**src/ecc_ead_pkg.sv**
```systemverilog
`default_nettype none

package ecc_ead_pkg;

    localparam int ADDR_W = 39;

    // Result of one interleave level: which side, and the address within it
    typedef struct packed {
        logic              side;
        logic [ADDR_W-1:0] rest;
    } split_t;

endpackage

`default_nettype wire

```
**src/ecc_ead_split.sv**
```systemverilog
`default_nettype none

module ecc_ead_split (
    input  wire logic [ecc_ead_pkg::ADDR_W-1:0] addr,
    input  wire logic [31:0]                    hash,
    input  wire logic [ecc_ead_pkg::ADDR_W-1:0] small_size,
    input  wire logic                           large_side,
    output ecc_ead_pkg::split_t                 split
);
    import ecc_ead_pkg::*;

    logic              above_small;
    logic              hash_mode;
    logic              parity;
    logic [2:0]        ilv_sel;
    logic [7:0]        ilv_bits;
    logic              ilv_bit;
    logic [3:0]        pos;
    logic [ADDR_W-1:0] low_mask;
    logic [ADDR_W-1:0] dropped;

    always_comb
    begin
        above_small = {1'b0, addr} > {small_size, 1'b0};
        hash_mode   = hash[28];
        parity      = ^(addr[19:6] & hash[19:6]);
        // interleave bit sits at 6 + lsb field in hash mode, else at bit 6
        ilv_sel     = hash_mode ? hash[26:24] : 3'd0;
        ilv_bits    = addr[13:6];
        ilv_bit     = ilv_bits[ilv_sel];
        pos         = {1'b0, ilv_sel} + 4'd6;
        low_mask    = (ADDR_W'(1) << pos) - ADDR_W'(1);
        // drop the interleave bit and close the gap
        dropped     = ((addr >> (pos + 4'd1)) << pos) | (addr & low_mask);

        if (above_small)
        begin
            split.side = large_side;
            split.rest = addr - small_size;
        end
        else
        begin
            split.side = hash_mode ? (parity ^ ilv_bit) : ilv_bit;
            split.rest = dropped;
        end
    end

endmodule

`default_nettype wire

```
**src/ecc_error_address_decode_core.sv**
```systemverilog
// Channel   Direction  Handshake           Payload
// in        input      in_valid/in_stall   error_log
// out       output     out_valid/out_stall error_present .. dimm_address
// cfg       input      cfg_wr_en           cfg_index, cfg_data
//
// Four register stages: hole addition, hole subtraction, range check with
// channel split, DIMM split. One request per cycle while out is not stalled.
// Reset clears the stage valid bits and all configuration registers.
// A stall on out holds the stage that is full and lets empty stages fill;
// in_stall rises only when every stage holds a request.
`default_nettype none

module ecc_error_address_decode_core (
    input  wire logic                           clk,
    input  wire logic                           rst_n,
    input  wire logic                           cfg_wr_en,
    input  wire logic [2:0]                     cfg_index,
    input  wire logic [ecc_ead_pkg::ADDR_W-1:0] cfg_data,
    input  wire logic                           in_valid,
    output logic                                in_stall,
    input  wire logic [63:0]                    error_log,
    output logic                                out_valid,
    input  wire logic                           out_stall,
    output logic                                error_present,
    output logic                                uncorrected,
    output logic [15:0]                         syndrome,
    output logic [ecc_ead_pkg::ADDR_W-1:0]      system_address,
    output logic                                out_of_range,
    output logic                                channel,
    output logic [ecc_ead_pkg::ADDR_W-1:0]      channel_address,
    output logic                                dimm_index,
    output logic [ecc_ead_pkg::ADDR_W-1:0]      dimm_address
);
    import ecc_ead_pkg::*;

    typedef enum logic [2:0] {
        REG_LOW_TOP     = 3'd0,
        REG_MEM_TOP     = 3'd1,
        REG_CH_HASH     = 3'd2,
        REG_DIMM_HASH   = 3'd3,
        REG_CH_LAYOUT   = 3'd4,
        REG_DIMM_SMALL  = 3'd5,
        REG_DIMM_LARGE  = 3'd6
    } cfg_index_t;

    typedef struct packed {
        logic              error_present;
        logic              uncorrected;
        logic [15:0]       syndrome;
        logic [ADDR_W-1:0] system_address;
    } meta_t;

    localparam logic [ADDR_W:0] FOUR_GIB = (ADDR_W+1)'(64'h1_0000_0000);

    logic [31:0]       low_top_reg;
    logic [ADDR_W-1:0] mem_top_reg;
    logic [31:0]       ch_hash_reg;
    logic [31:0]       dimm_hash_reg;
    logic [8:0]        ch_layout_reg;
    logic [13:0]       dimm_small_reg;
    logic [1:0]        dimm_large_reg;

    always_ff @(posedge clk or negedge rst_n)
    begin
        if (!rst_n)
        begin
            low_top_reg    <= '0;
            mem_top_reg    <= '0;
            ch_hash_reg    <= '0;
            dimm_hash_reg  <= '0;
            ch_layout_reg  <= '0;
            dimm_small_reg <= '0;
            dimm_large_reg <= '0;
        end
        else if (cfg_wr_en)
        begin
            case (cfg_index_t'(cfg_index))
                REG_LOW_TOP:    low_top_reg    <= cfg_data[31:0];
                REG_MEM_TOP:    mem_top_reg    <= cfg_data;
                REG_CH_HASH:    ch_hash_reg    <= cfg_data[31:0];
                REG_DIMM_HASH:  dimm_hash_reg  <= cfg_data[31:0];
                REG_CH_LAYOUT:  ch_layout_reg  <= cfg_data[8:0];
                REG_DIMM_SMALL: dimm_small_reg <= cfg_data[13:0];
                REG_DIMM_LARGE: dimm_large_reg <= cfg_data[1:0];
                default:        ;
            endcase
        end
    end

    logic [ADDR_W:0]   tolud;
    logic [ADDR_W:0]   tom;

    assign tolud = {8'd0, low_top_reg[31:20], 20'd0};
    assign tom   = {1'b0, mem_top_reg[ADDR_W-1:20], 20'd0};

    // stage handshake
    logic s1_valid_reg, s2_valid_reg, s3_valid_reg, s4_valid_reg;
    logic s1_ready, s2_ready, s3_ready, s4_ready;

    assign s4_ready = !s4_valid_reg || !out_stall;
    assign s3_ready = !s3_valid_reg || s4_ready;
    assign s2_ready = !s2_valid_reg || s3_ready;
    assign s1_ready = !s1_valid_reg || s2_ready;
    assign in_stall = !s1_ready;

    always_ff @(posedge clk or negedge rst_n)
    begin
        if (!rst_n)
        begin
            s1_valid_reg <= 1'b0;
            s2_valid_reg <= 1'b0;
            s3_valid_reg <= 1'b0;
            s4_valid_reg <= 1'b0;
        end
        else
        begin
            if (s1_ready) s1_valid_reg <= in_valid;
            if (s2_ready) s2_valid_reg <= s1_valid_reg;
            if (s3_ready) s3_valid_reg <= s2_valid_reg;
            if (s4_ready) s4_valid_reg <= s3_valid_reg;
        end
    end

    // stage 1: extract fields, add the hole, pick the base to subtract
    meta_t           s1_meta_reg, s1_meta_next;
    logic [ADDR_W:0] s1_sum_reg, s1_sum_next;
    logic [ADDR_W:0] s1_base_reg, s1_base_next;
    logic            s1_map_reg, s1_map_next;

    always_comb
    begin
        s1_meta_next.error_present  = error_log[62] | error_log[63];
        s1_meta_next.uncorrected    = error_log[63];
        s1_meta_next.syndrome       = error_log[61:46];
        s1_meta_next.system_address = {error_log[38:5], 5'd0};
        s1_sum_next = {1'b0, s1_meta_next.system_address} + tolud;
        s1_map_next  = 1'b0;
        s1_base_next = FOUR_GIB;
        if ({1'b0, s1_meta_next.system_address} >= tolud)
        begin
            if (tom <= FOUR_GIB)
            begin
                s1_map_next = 1'b1;
            end
            else if ({1'b0, s1_meta_next.system_address} < FOUR_GIB)
            begin
                s1_map_next  = 1'b1;
                s1_base_next = tom;
            end
        end
    end

    always_ff @(posedge clk)
    begin
        if (s1_ready)
        begin
            s1_meta_reg <= s1_meta_next;
            s1_sum_reg  <= s1_sum_next;
            s1_base_reg <= s1_base_next;
            s1_map_reg  <= s1_map_next;
        end
    end

    // stage 2: subtract the base; a borrow marks a negative mapping
    meta_t           s2_meta_reg;
    logic [ADDR_W:0] s2_addr_reg, s2_addr_next;
    logic            s2_neg_reg, s2_neg_next;
    logic [ADDR_W+1:0] s2_diff;

    always_comb
    begin
        s2_diff = {1'b0, s1_sum_reg} - {1'b0, s1_base_reg};
        if (s1_map_reg)
        begin
            s2_addr_next = s2_diff[ADDR_W:0];
            s2_neg_next  = s2_diff[ADDR_W+1];
        end
        else
        begin
            s2_addr_next = {1'b0, s1_meta_reg.system_address};
            s2_neg_next  = 1'b0;
        end
    end

    always_ff @(posedge clk)
    begin
        if (s2_ready)
        begin
            s2_meta_reg <= s1_meta_reg;
            s2_addr_reg <= s2_addr_next;
            s2_neg_reg  <= s2_neg_next;
        end
    end

    // stage 3: range check and channel split
    meta_t             s3_meta_reg;
    logic              s3_oor_reg, s3_oor_next;
    split_t            s3_split_reg, s3_split_next;
    split_t            ch_split;

    ecc_ead_split u_ch_split (
        .addr       (s2_addr_reg[ADDR_W-1:0]),
        .hash       (ch_hash_reg),
        .small_size ({2'd0, ch_layout_reg[7:0], 29'd0}),
        .large_side (ch_layout_reg[8]),
        .split      (ch_split)
    );

    always_comb
    begin
        s3_oor_next = s2_neg_reg || (s2_addr_reg >= tom);
        s3_split_next = s3_oor_next ? '0 : ch_split;
    end

    always_ff @(posedge clk)
    begin
        if (s3_ready)
        begin
            s3_meta_reg  <= s2_meta_reg;
            s3_oor_reg   <= s3_oor_next;
            s3_split_reg <= s3_split_next;
        end
    end

    // stage 4: DIMM split within the chosen channel
    meta_t  s4_meta_reg;
    logic   s4_oor_reg;
    split_t s4_ch_reg;
    split_t s4_dimm_reg, s4_dimm_next;
    split_t dimm_split;
    logic [6:0] dimm_small;

    assign dimm_small = s3_split_reg.side ? dimm_small_reg[13:7] : dimm_small_reg[6:0];

    ecc_ead_split u_dimm_split (
        .addr       (s3_split_reg.rest),
        .hash       (dimm_hash_reg),
        .small_size ({3'd0, dimm_small, 29'd0}),
        .large_side (dimm_large_reg[s3_split_reg.side]),
        .split      (dimm_split)
    );

    assign s4_dimm_next = s3_oor_reg ? '0 : dimm_split;

    always_ff @(posedge clk)
    begin
        if (s4_ready)
        begin
            s4_meta_reg <= s3_meta_reg;
            s4_oor_reg  <= s3_oor_reg;
            s4_ch_reg   <= s3_split_reg;
            s4_dimm_reg <= s4_dimm_next;
        end
    end

    assign out_valid       = s4_valid_reg;
    assign error_present   = s4_meta_reg.error_present;
    assign uncorrected     = s4_meta_reg.uncorrected;
    assign syndrome        = s4_meta_reg.syndrome;
    assign system_address  = s4_meta_reg.system_address;
    assign out_of_range    = s4_oor_reg;
    assign channel         = s4_ch_reg.side;
    assign channel_address = s4_ch_reg.rest;
    assign dimm_index      = s4_dimm_reg.side;
    assign dimm_address    = s4_dimm_reg.rest;

endmodule

`default_nettype wire
```
**config.mk**
```make
export PLATFORM = sky130hd
export DESIGN_NAME = ecc_error_address_decode_core
export DESIGN_NICKNAME = d
export VERILOG_FILES = /design/src/ecc_ead_pkg.sv /design/src/ecc_ead_split.sv /design/src/ecc_error_address_decode_core.sv
export SDC_FILE = /design/constraint.sdc
export NUM_CORES = 1
export LEC_CHECK = 0
export ABC_AREA = 1
export BUFFER_PORTS_ARGS = -buffer_cell sky130_fd_sc_hd__buf_2
export CAP_MARGIN = 20
export CORE_MARGIN = 10
export CORE_UTILIZATION = 25
export CTS_CLUSTER_SIZE = 40
export DETAILED_ROUTE_END_ITERATION = 16
export HOLD_SLACK_MARGIN = 0.12
export PLACE_DENSITY_LB_ADDON = 0.05
export SLEW_MARGIN = 20
export SYNTH_ARGS = -nofsm -noshare
export SYNTH_HDL_FRONTEND = slang
export SYNTH_SLANG_ARGS = --single-unit
```
**constraint.sdc**
```tcl
create_clock -name clk -period 13.6 [get_ports clk]
set_clock_uncertainty 0.05 [all_clocks]
set_input_delay 0.68 -clock clk [delete_from_list [all_inputs] [get_ports clk]]
set_output_delay 0.68 -clock clk [all_outputs]
set_load 0.01 [all_outputs]
```
; Yosys cells after proc, flatten, opt, wreduce, memory -nomap -nowiden
; Index checks and enable logic that the tools add are counted.
[word_totals]
register_bits = 610
in_bits = 111
out_inout_bits = 140
[op_classes]
add_sub_neg = 10
magnitude_cmp = 9
eq_ne = 6
shift = 6
n_mux = 16
bitwise = 11
n_reduce_logical = 23
[ops]
columns = op, n
row1 = 2-to-1 mux 40 bit, 2
row2 = bitwise AND 39 bit, 2
row3 = bitwise OR 39 bit, 2
row4 = "left shift 1 x 4 -> 39 bit, first input constant", 2
row5 = left shift 39 x 4 -> 39 bit, 2
row6 = >> shifter 39 x 4 -> 39 bit, 2
row7 = "subtractor 39 x 2 -> 39 bit, second input constant", 2
row8 = subtractor 40 x 40 -> 41 bit, 1
row9 = adder 39 x 32 -> 40 bit, 1
row10 = >= comparator 40 x 39 -> 1 bit, 1
row11 = >= comparator 39 x 32 -> 1 bit, 1
row12 = greater-than comparator 39 x 37 -> 1 bit, 1
row13 = greater-than comparator 39 x 38 -> 1 bit, 1
row14 = "<= comparator 39 x 33 -> 1 bit, second input constant", 1
row15 = "less-than comparator 39 x 33 -> 1 bit, second input constant", 1
row16 = 2-to-1 mux 39 bit, 1
row17 = subtractor 39 x 36 -> 39 bit, 1
row18 = subtractor 39 x 37 -> 39 bit, 1
row19 = bitwise AND 14 bit, 2
row20 = parity 14 bit, 2
row21 = AND reduction 2 bit, 7
row22 = "equality test 3 bit, second input constant", 3
row23 = "adder 3 x 3 -> 4 bit, second input constant", 2
row24 = "adder 4 x 1 -> 4 bit, second input constant", 2
row25 = other kinds (16), 38

; Depth between registers and ports, before layout
[depth]
depth_word = 7
depth_mapped = 22
mapped_depth_nobuf = 18

; By module
; Synthesis repeated with hierarchy kept, for this count alone.
[unflattened]
hier_cells = 4928
area_unflattened_um2 = 37183.2
[modules_own_cells]
columns = mod, n_inst, cells_each, area_per_inst_um2, seq_area_each_um2
row1 = ecc_error_address_decode_core, 1, 1702, 20912.6, 15294.7
row2 = ecc_ead_split at u_dimm_split, 1, 1628, 8276.7, 0.0
row3 = ecc_ead_split at u_ch_split, 1, 1598, 7993.9, 0.0

; Least setup slack after synthesis
; OpenSTA, ideal clock, no wires.
[synth_path]
kind = input port to flip-flop
startpoint = in out_stall
endpoint = reg s1_base_reg[20], enable pin
t_arrival_ns = 9.692
t_required_ns = 13.104
setup_slack_ns = 3.412
path_stages = 7
n_path_buf = 0
path_cell_list = nand2_1 nor2_1 inv_1 nor2_1 inv_1 nor2_1 inv_1
[synth_between]
elab_chain_cells = 5
[synth_lines]
columns = element, line
row1 = start: declaration, ecc_error_address_decode_core.sv:23  ; input wire logic out_stall,
row2 = logical NOT 1 bit, ecc_error_address_decode_core.sv:100  ; assign s4_ready = !s4_valid_reg || !out_stall;
row3 = logical OR 1 bit, ecc_error_address_decode_core.sv:100
row4 = logical OR 1 bit, ecc_error_address_decode_core.sv:101  ; assign s3_ready = !s3_valid_reg || s4_ready;
row5 = named net s3_ready, ecc_error_address_decode_core.sv:98  ; logic s1_ready, s2_ready, s3_ready, s4_ready;
row6 = logical OR 1 bit, ecc_error_address_decode_core.sv:102  ; assign s2_ready = !s2_valid_reg || s3_ready;
row7 = named net s2_ready, ecc_error_address_decode_core.sv:98
row8 = logical OR 1 bit, ecc_error_address_decode_core.sv:103  ; assign s1_ready = !s1_valid_reg || s2_ready;
row9 = end signal: assignment, ecc_error_address_decode_core.sv:159  ; s1_base_reg <= s1_base_next;
row10 = end: declaration, ecc_error_address_decode_core.sv:127  ; logic [ADDR_W:0] s1_base_reg, s1_base_next;
; The timed path passes the listed nets, and every way through them passes these cells.
; A chain may end at the register's enable or synchronous reset.

; Worst setup path in the final report
[layout_path]
startpoint = reg dimm_hash_reg[28]
endpoint = reg s4_dimm_reg (netlist bit dimm_address[24]) (data pin)
[layout_between]
elab_chain_cells = 7
[layout_lines]
columns = element, line
row1 = start: declaration, ecc_error_address_decode_core.sv:58  ; logic [31:0] dimm_hash_reg;
row2 = start signal: assignment, ecc_error_address_decode_core.sv:81  ; REG_DIMM_HASH: dimm_hash_reg <= cfg_data[31:0];
row3 = 2-to-1 mux 3 bit *, ecc_ead_split.sv:28  ; ilv_sel = hash_mode ? hash[26:24] : 3'd0;
row4 = adder 3 x 3 -> 4 bit *, ecc_ead_split.sv:31  ; pos = {1'b0, ilv_sel} + 4'd6;
row5 = adder 4 x 1 -> 4 bit or left shift 1 x 4 -> 39 bit (tied branches), "ecc_ead_split.sv:34, ecc_ead_split.sv:32"
row6 = >> shifter 39 x 4 -> 39 bit or subtractor 39 x 2 -> 39 bit (tied branches), "ecc_ead_split.sv:34, ecc_ead_split.sv:32"
row7 = left shift 39 x 4 -> 39 bit or bitwise AND 39 bit (tied branches), ecc_ead_split.sv:34  ; dropped = ((addr >> (pos + 4'd1)) << pos) | (addr & low_mask);
row8 = bitwise OR 39 bit *, ecc_ead_split.sv:34
row9 = 2-to-1 mux 40 bit *, ecc_ead_split.sv:36  ; if (above_small)
row10 = end signal: assignment, ecc_error_address_decode_core.sv:252  ; s4_dimm_reg <= s4_dimm_next;
row11 = end: declaration, ecc_error_address_decode_core.sv:229  ; split_t s4_dimm_reg, s4_dimm_next;
; Every way passes the cells marked *; elsewhere a longest branch is shown, timed or not.

==> impl_metrics.csv <==
group,metric,value,unit
route,via_count,25100,
clock_tree,htreeDepth,2,
worst_setup_path,crit_path_max_incr_delay,470,ps
worst_setup_path,cp-end-kind,"register",
timing,hold_viol_final,0,
logic_synthesis,synthCells,3487,
cells_and_area,area_growth,17.0,%
placed_design,gp_congestion,0.864,
worst_setup_path,r2r_slack,8380,ps
cells_and_area,final_cell_mix,"nand2_1, nand3_1, edfxtp_1, inv_1, buf_2",
grt,grt.total_usage,17.2,%
timing,slew_viol_final,0,
pwr,p_per_area,195,nW/um^2
logic_synthesis,seq_area_frac_synth,49.9,%
cells_and_area,final_cells,5262,
clock_tree,numCtsBuffers,60,
placed_design,port_buffers,233,
placed_design,hpwlAfterDp,85.3,mm
worst_setup_path,worstPathRequired,13960,ps
worst_hold_path,hold_path.startpoint,"error_log[28]",
timing,relSlewSlack,32.2,%
pwr,p_leak,14.9,nW
route,post-route-drc-count,0,
pwr,seq_power_share,34.7,%
clock_tree,cts_root_buf,"clkbuf_16",
worst_setup_path,path_buf_inv,8,
grt,grt_pass1_wl,172,mm
clock_tree,cts_tree,"done",
timing,post-route-min-period,5220,ps
logic_synthesis,ys_types,50,
clock_tree,clkSlewWorstSetupHoldPaths,60,ps
timing,fin_crit_sh,38.4,%
pwr,clkPwrFrac,24.1,%
timing,fmax,192,MHz
floorplanning,die_w,362,um
floorplanning,start_util,25.2,%
pwr,p_sw_share,42.9,%
worst_setup_path,r2r-end,"dimm_address[24]",
cells_and_area,final_common_cell,"nand2_1",
route,drt-pass1-iter-count,6,
logic_synthesis,yosysWarnings,0,
floorplanning,die_h,362,um
worst_setup_path,crit_path_top_delay_cell,"nand2_4",
route,viasPerCell,4.78,
placed_design,post-place-cells,5111,
outcome,status,"finished, final reports clean",
flow_run,cap_violations,0,
pwr,internal_power,3.82,mW
floorplanning,die_area,131000,sq um
timing,setup_violations,0,
logic_synthesis,syn_area,29300,sq um
timing,grt_setup_unrepaired,"false",
logic_synthesis,syn_area_per_cell,8.39,sq um
cells_and_area,nets,3906,
route,antenna_left,0,
timing,fin_setup_tns,0,ps
cells_and_area,stdcell_area,34200,sq um
pwr,switchingPower,2.87,mW
worst_setup_path,cp_max_fo,47,
grt,grt_util_met2,28.2,%
cells_and_area,final_util,29.5,%
grt,grt.busiest_layer,"met2",
pwr,power_frac_comb,41.2,%
grt,met1_usage,23.8,%
worst_hold_path,holdPathEnd,"s1_meta_reg[28]",
worst_setup_path,r2r_start,"dimm_hash_reg[28]",
worst_setup_path,cp_cell_sequence,"buf_4 -> nand2_4 -> ha_1 -> buf_4 -> inv_1 -> buf_4 -> ha_1 -> buf_4 -> inv_1 -> buf_4 -> nand3_1 -> nand3_1 -> nand3_1 -> nand3_1 -> nand3_1 -> nand3_1 -> nand3_1 -> nand2_1 -> inv_1",
route,drt-initial-drc-count,2012,
logic_synthesis,ys_seq_elements,502,
worst_setup_path,arrival,5580,ps
worst_setup_path,critPathTopFamily,"buffers and inverters",
floorplanning,rows,125,
clock_tree,clk_latency,680,ps
grt,grt_util_met3,2.35,%
grt,grt_max_degree,87,
grt,grt-ovfl-total,0,
timing,worstMarginPinSlew,1010,ps
route,avgRoutedWirePerCell,21.9,um
logic_synthesis,synth-main-ff-cell,"edfxtp_1",
grt,grt_pass1_vias,25500,
placed_design,postPlaceCellArea,31900,sq um
worst_hold_path,holdPathStages,1,
grt,grt_antenna_before_repair,3,
worst_setup_path,worst-setup-path-type,"reg -> reg",
worst_setup_path,r2r_cells,19,
cells_and_area,num-fill-cells,12500,
cells_and_area,drive_gt1_share,11.0,%
worst_setup_path,start_kind,"register",
logic_synthesis,synth_edf_count,406,
worst_hold_path,hp-class,"in -> reg",
clock_tree,clock-sinks,502,
floorplanning,io_pins,251,
cells_and_area,diodes,0,
pwr,ir_drop,0.000133,V
pwr,finalPower,6.69,mW
route,wl,115,mm
worst_setup_path,cpMostUsedCell,"nand3_1",
floorplanning,design.core.area,116000,sq um
logic_synthesis,async_flop_share,19.1,%
clock_tree,cts_setup_buffers,0,
clock_tree,clk_path_buf_depth,3,
[what timing repair did]
item | 4_1_cts | 5_1_grt
resized for setup | 0 | 0
endpoints found under the setup margin | 0 | 0
hold endpoints to repair | 83 | 0
hold buffers | 37 | 0
[area by class of cell]
type | instances | area [sq um] | share of cell area, %
Clock inverter | 29 | 308 | 0.899
Tap cell | 1524 | 1910 | 5.57
Multi-Input combinational cell | 2523 | 12800 | 37.4
Timing Repair Buffer | 316 | 1890 | 5.52
Clock buffer | 85 | 1670 | 4.87
Sequential cell | 502 | 14600 | 42.6
Inverter | 283 | 1070 | 3.13
[per-stage QoR]
| step | setup WS (ps) | hold WS, ps |
|---|---|---|
| after global placement | 8410 | 351 |
| after CTS | 8400 | 129 |
| after global routing | 8030 | 143 |
| final | 8380 | 178 |
| after detailed placement | 8440 | 355 |
| after floorplan | 3410 | 334 |
[synthesized netlist by cell type, types with 12 or more instances]
cell type	instances	area (sq um)
buf_2	50	250
nand2_1	854	3210
clkbuf_1	78	293
nor3_1	20	100
nand2_2	12	75.1
xnor2_1	34	298
a21oi_1	109	546
buf_4	17	128
nor4_1	15	93.8
o211ai_1	13	97.6
xor2_1	40	350
o21ai_1	12	60.1
o21ai_0	197	986
edfxtp_1	406	12200
a31oi_1	13	81.3
inv_1	272	1020
nor2_1	155	582
nand4_1	34	213
dfrtp_1	96	2400
nand3_1	839	4200
ha_1	105	1310
buf_1	33	124
[logic make-up after synthesis]
group                      Yosys count  share of synthesized area [%]
and+or+nand+nor                   1963                           29.8
xor gates and xnor gates            74                           2.21
adders and majority gates          109                           4.76
DFF                                502                           49.9
other                                1                         0.0128
AOI/OAI and AO/OA                  365                           6.60
buffers and inverters              466                           6.54
muxes                                7                          0.244
[metal layers]
metal,vias to the layer above,routed length [um]
met5,-,0
met4,0,2570
met3,109,4810
met2,556,53100
met1,12100,54600
li1,12400,-
[worst max path at each step]
stage,startpoint,endpoint,slack [ps],cells after the start
after detailed placement,dimm_hash_reg[28],dimm_address[24],8440,19
final,dimm_hash_reg[28],dimm_address[24],8380,19
after global placement,s2_addr_reg[36],s3_split_reg[24],8410,15
after floorplan,out_stall,s1_base_reg[20],3410,7
after CTS,dimm_hash_reg[28],dimm_address[37],8400,19
after global routing,dimm_hash_reg[28],dimm_address[24],8030,19
[power groups by stage]
| stage | sequential [mW] | clock [mW] | combinational, mW |
|---|---|---|---|
| after CTS | 2.33 | 1.68 | 2.77 |
| after floorplan | 2.24 | 0 | 1.84 |
| final | 2.32 | 1.61 | 2.75 |
| after global routing | 2.35 | 1.74 | 3.11 |
| after detailed placement | 2.35 | 0 | 2.75 |
| after global placement | 2.36 | 0 | 2.76 |
[worst register-to-register path, stage by stage, from the launching register on]
cell and delay, ps:
dfrtp_1 320, buf_4 410, nand2_4 480, ha_1 480
buf_4 440, inv_1 130, buf_4 280, ha_1 360
buf_4 270, inv_1 110, buf_4 400, nand3_1 260
nand3_1 140, nand3_1 170, nand3_1 180, nand3_1 110
nand3_1 180, nand3_1 110, nand2_1 70, inv_1 50
Note: power is estimated with default switching activity, not from simulation.
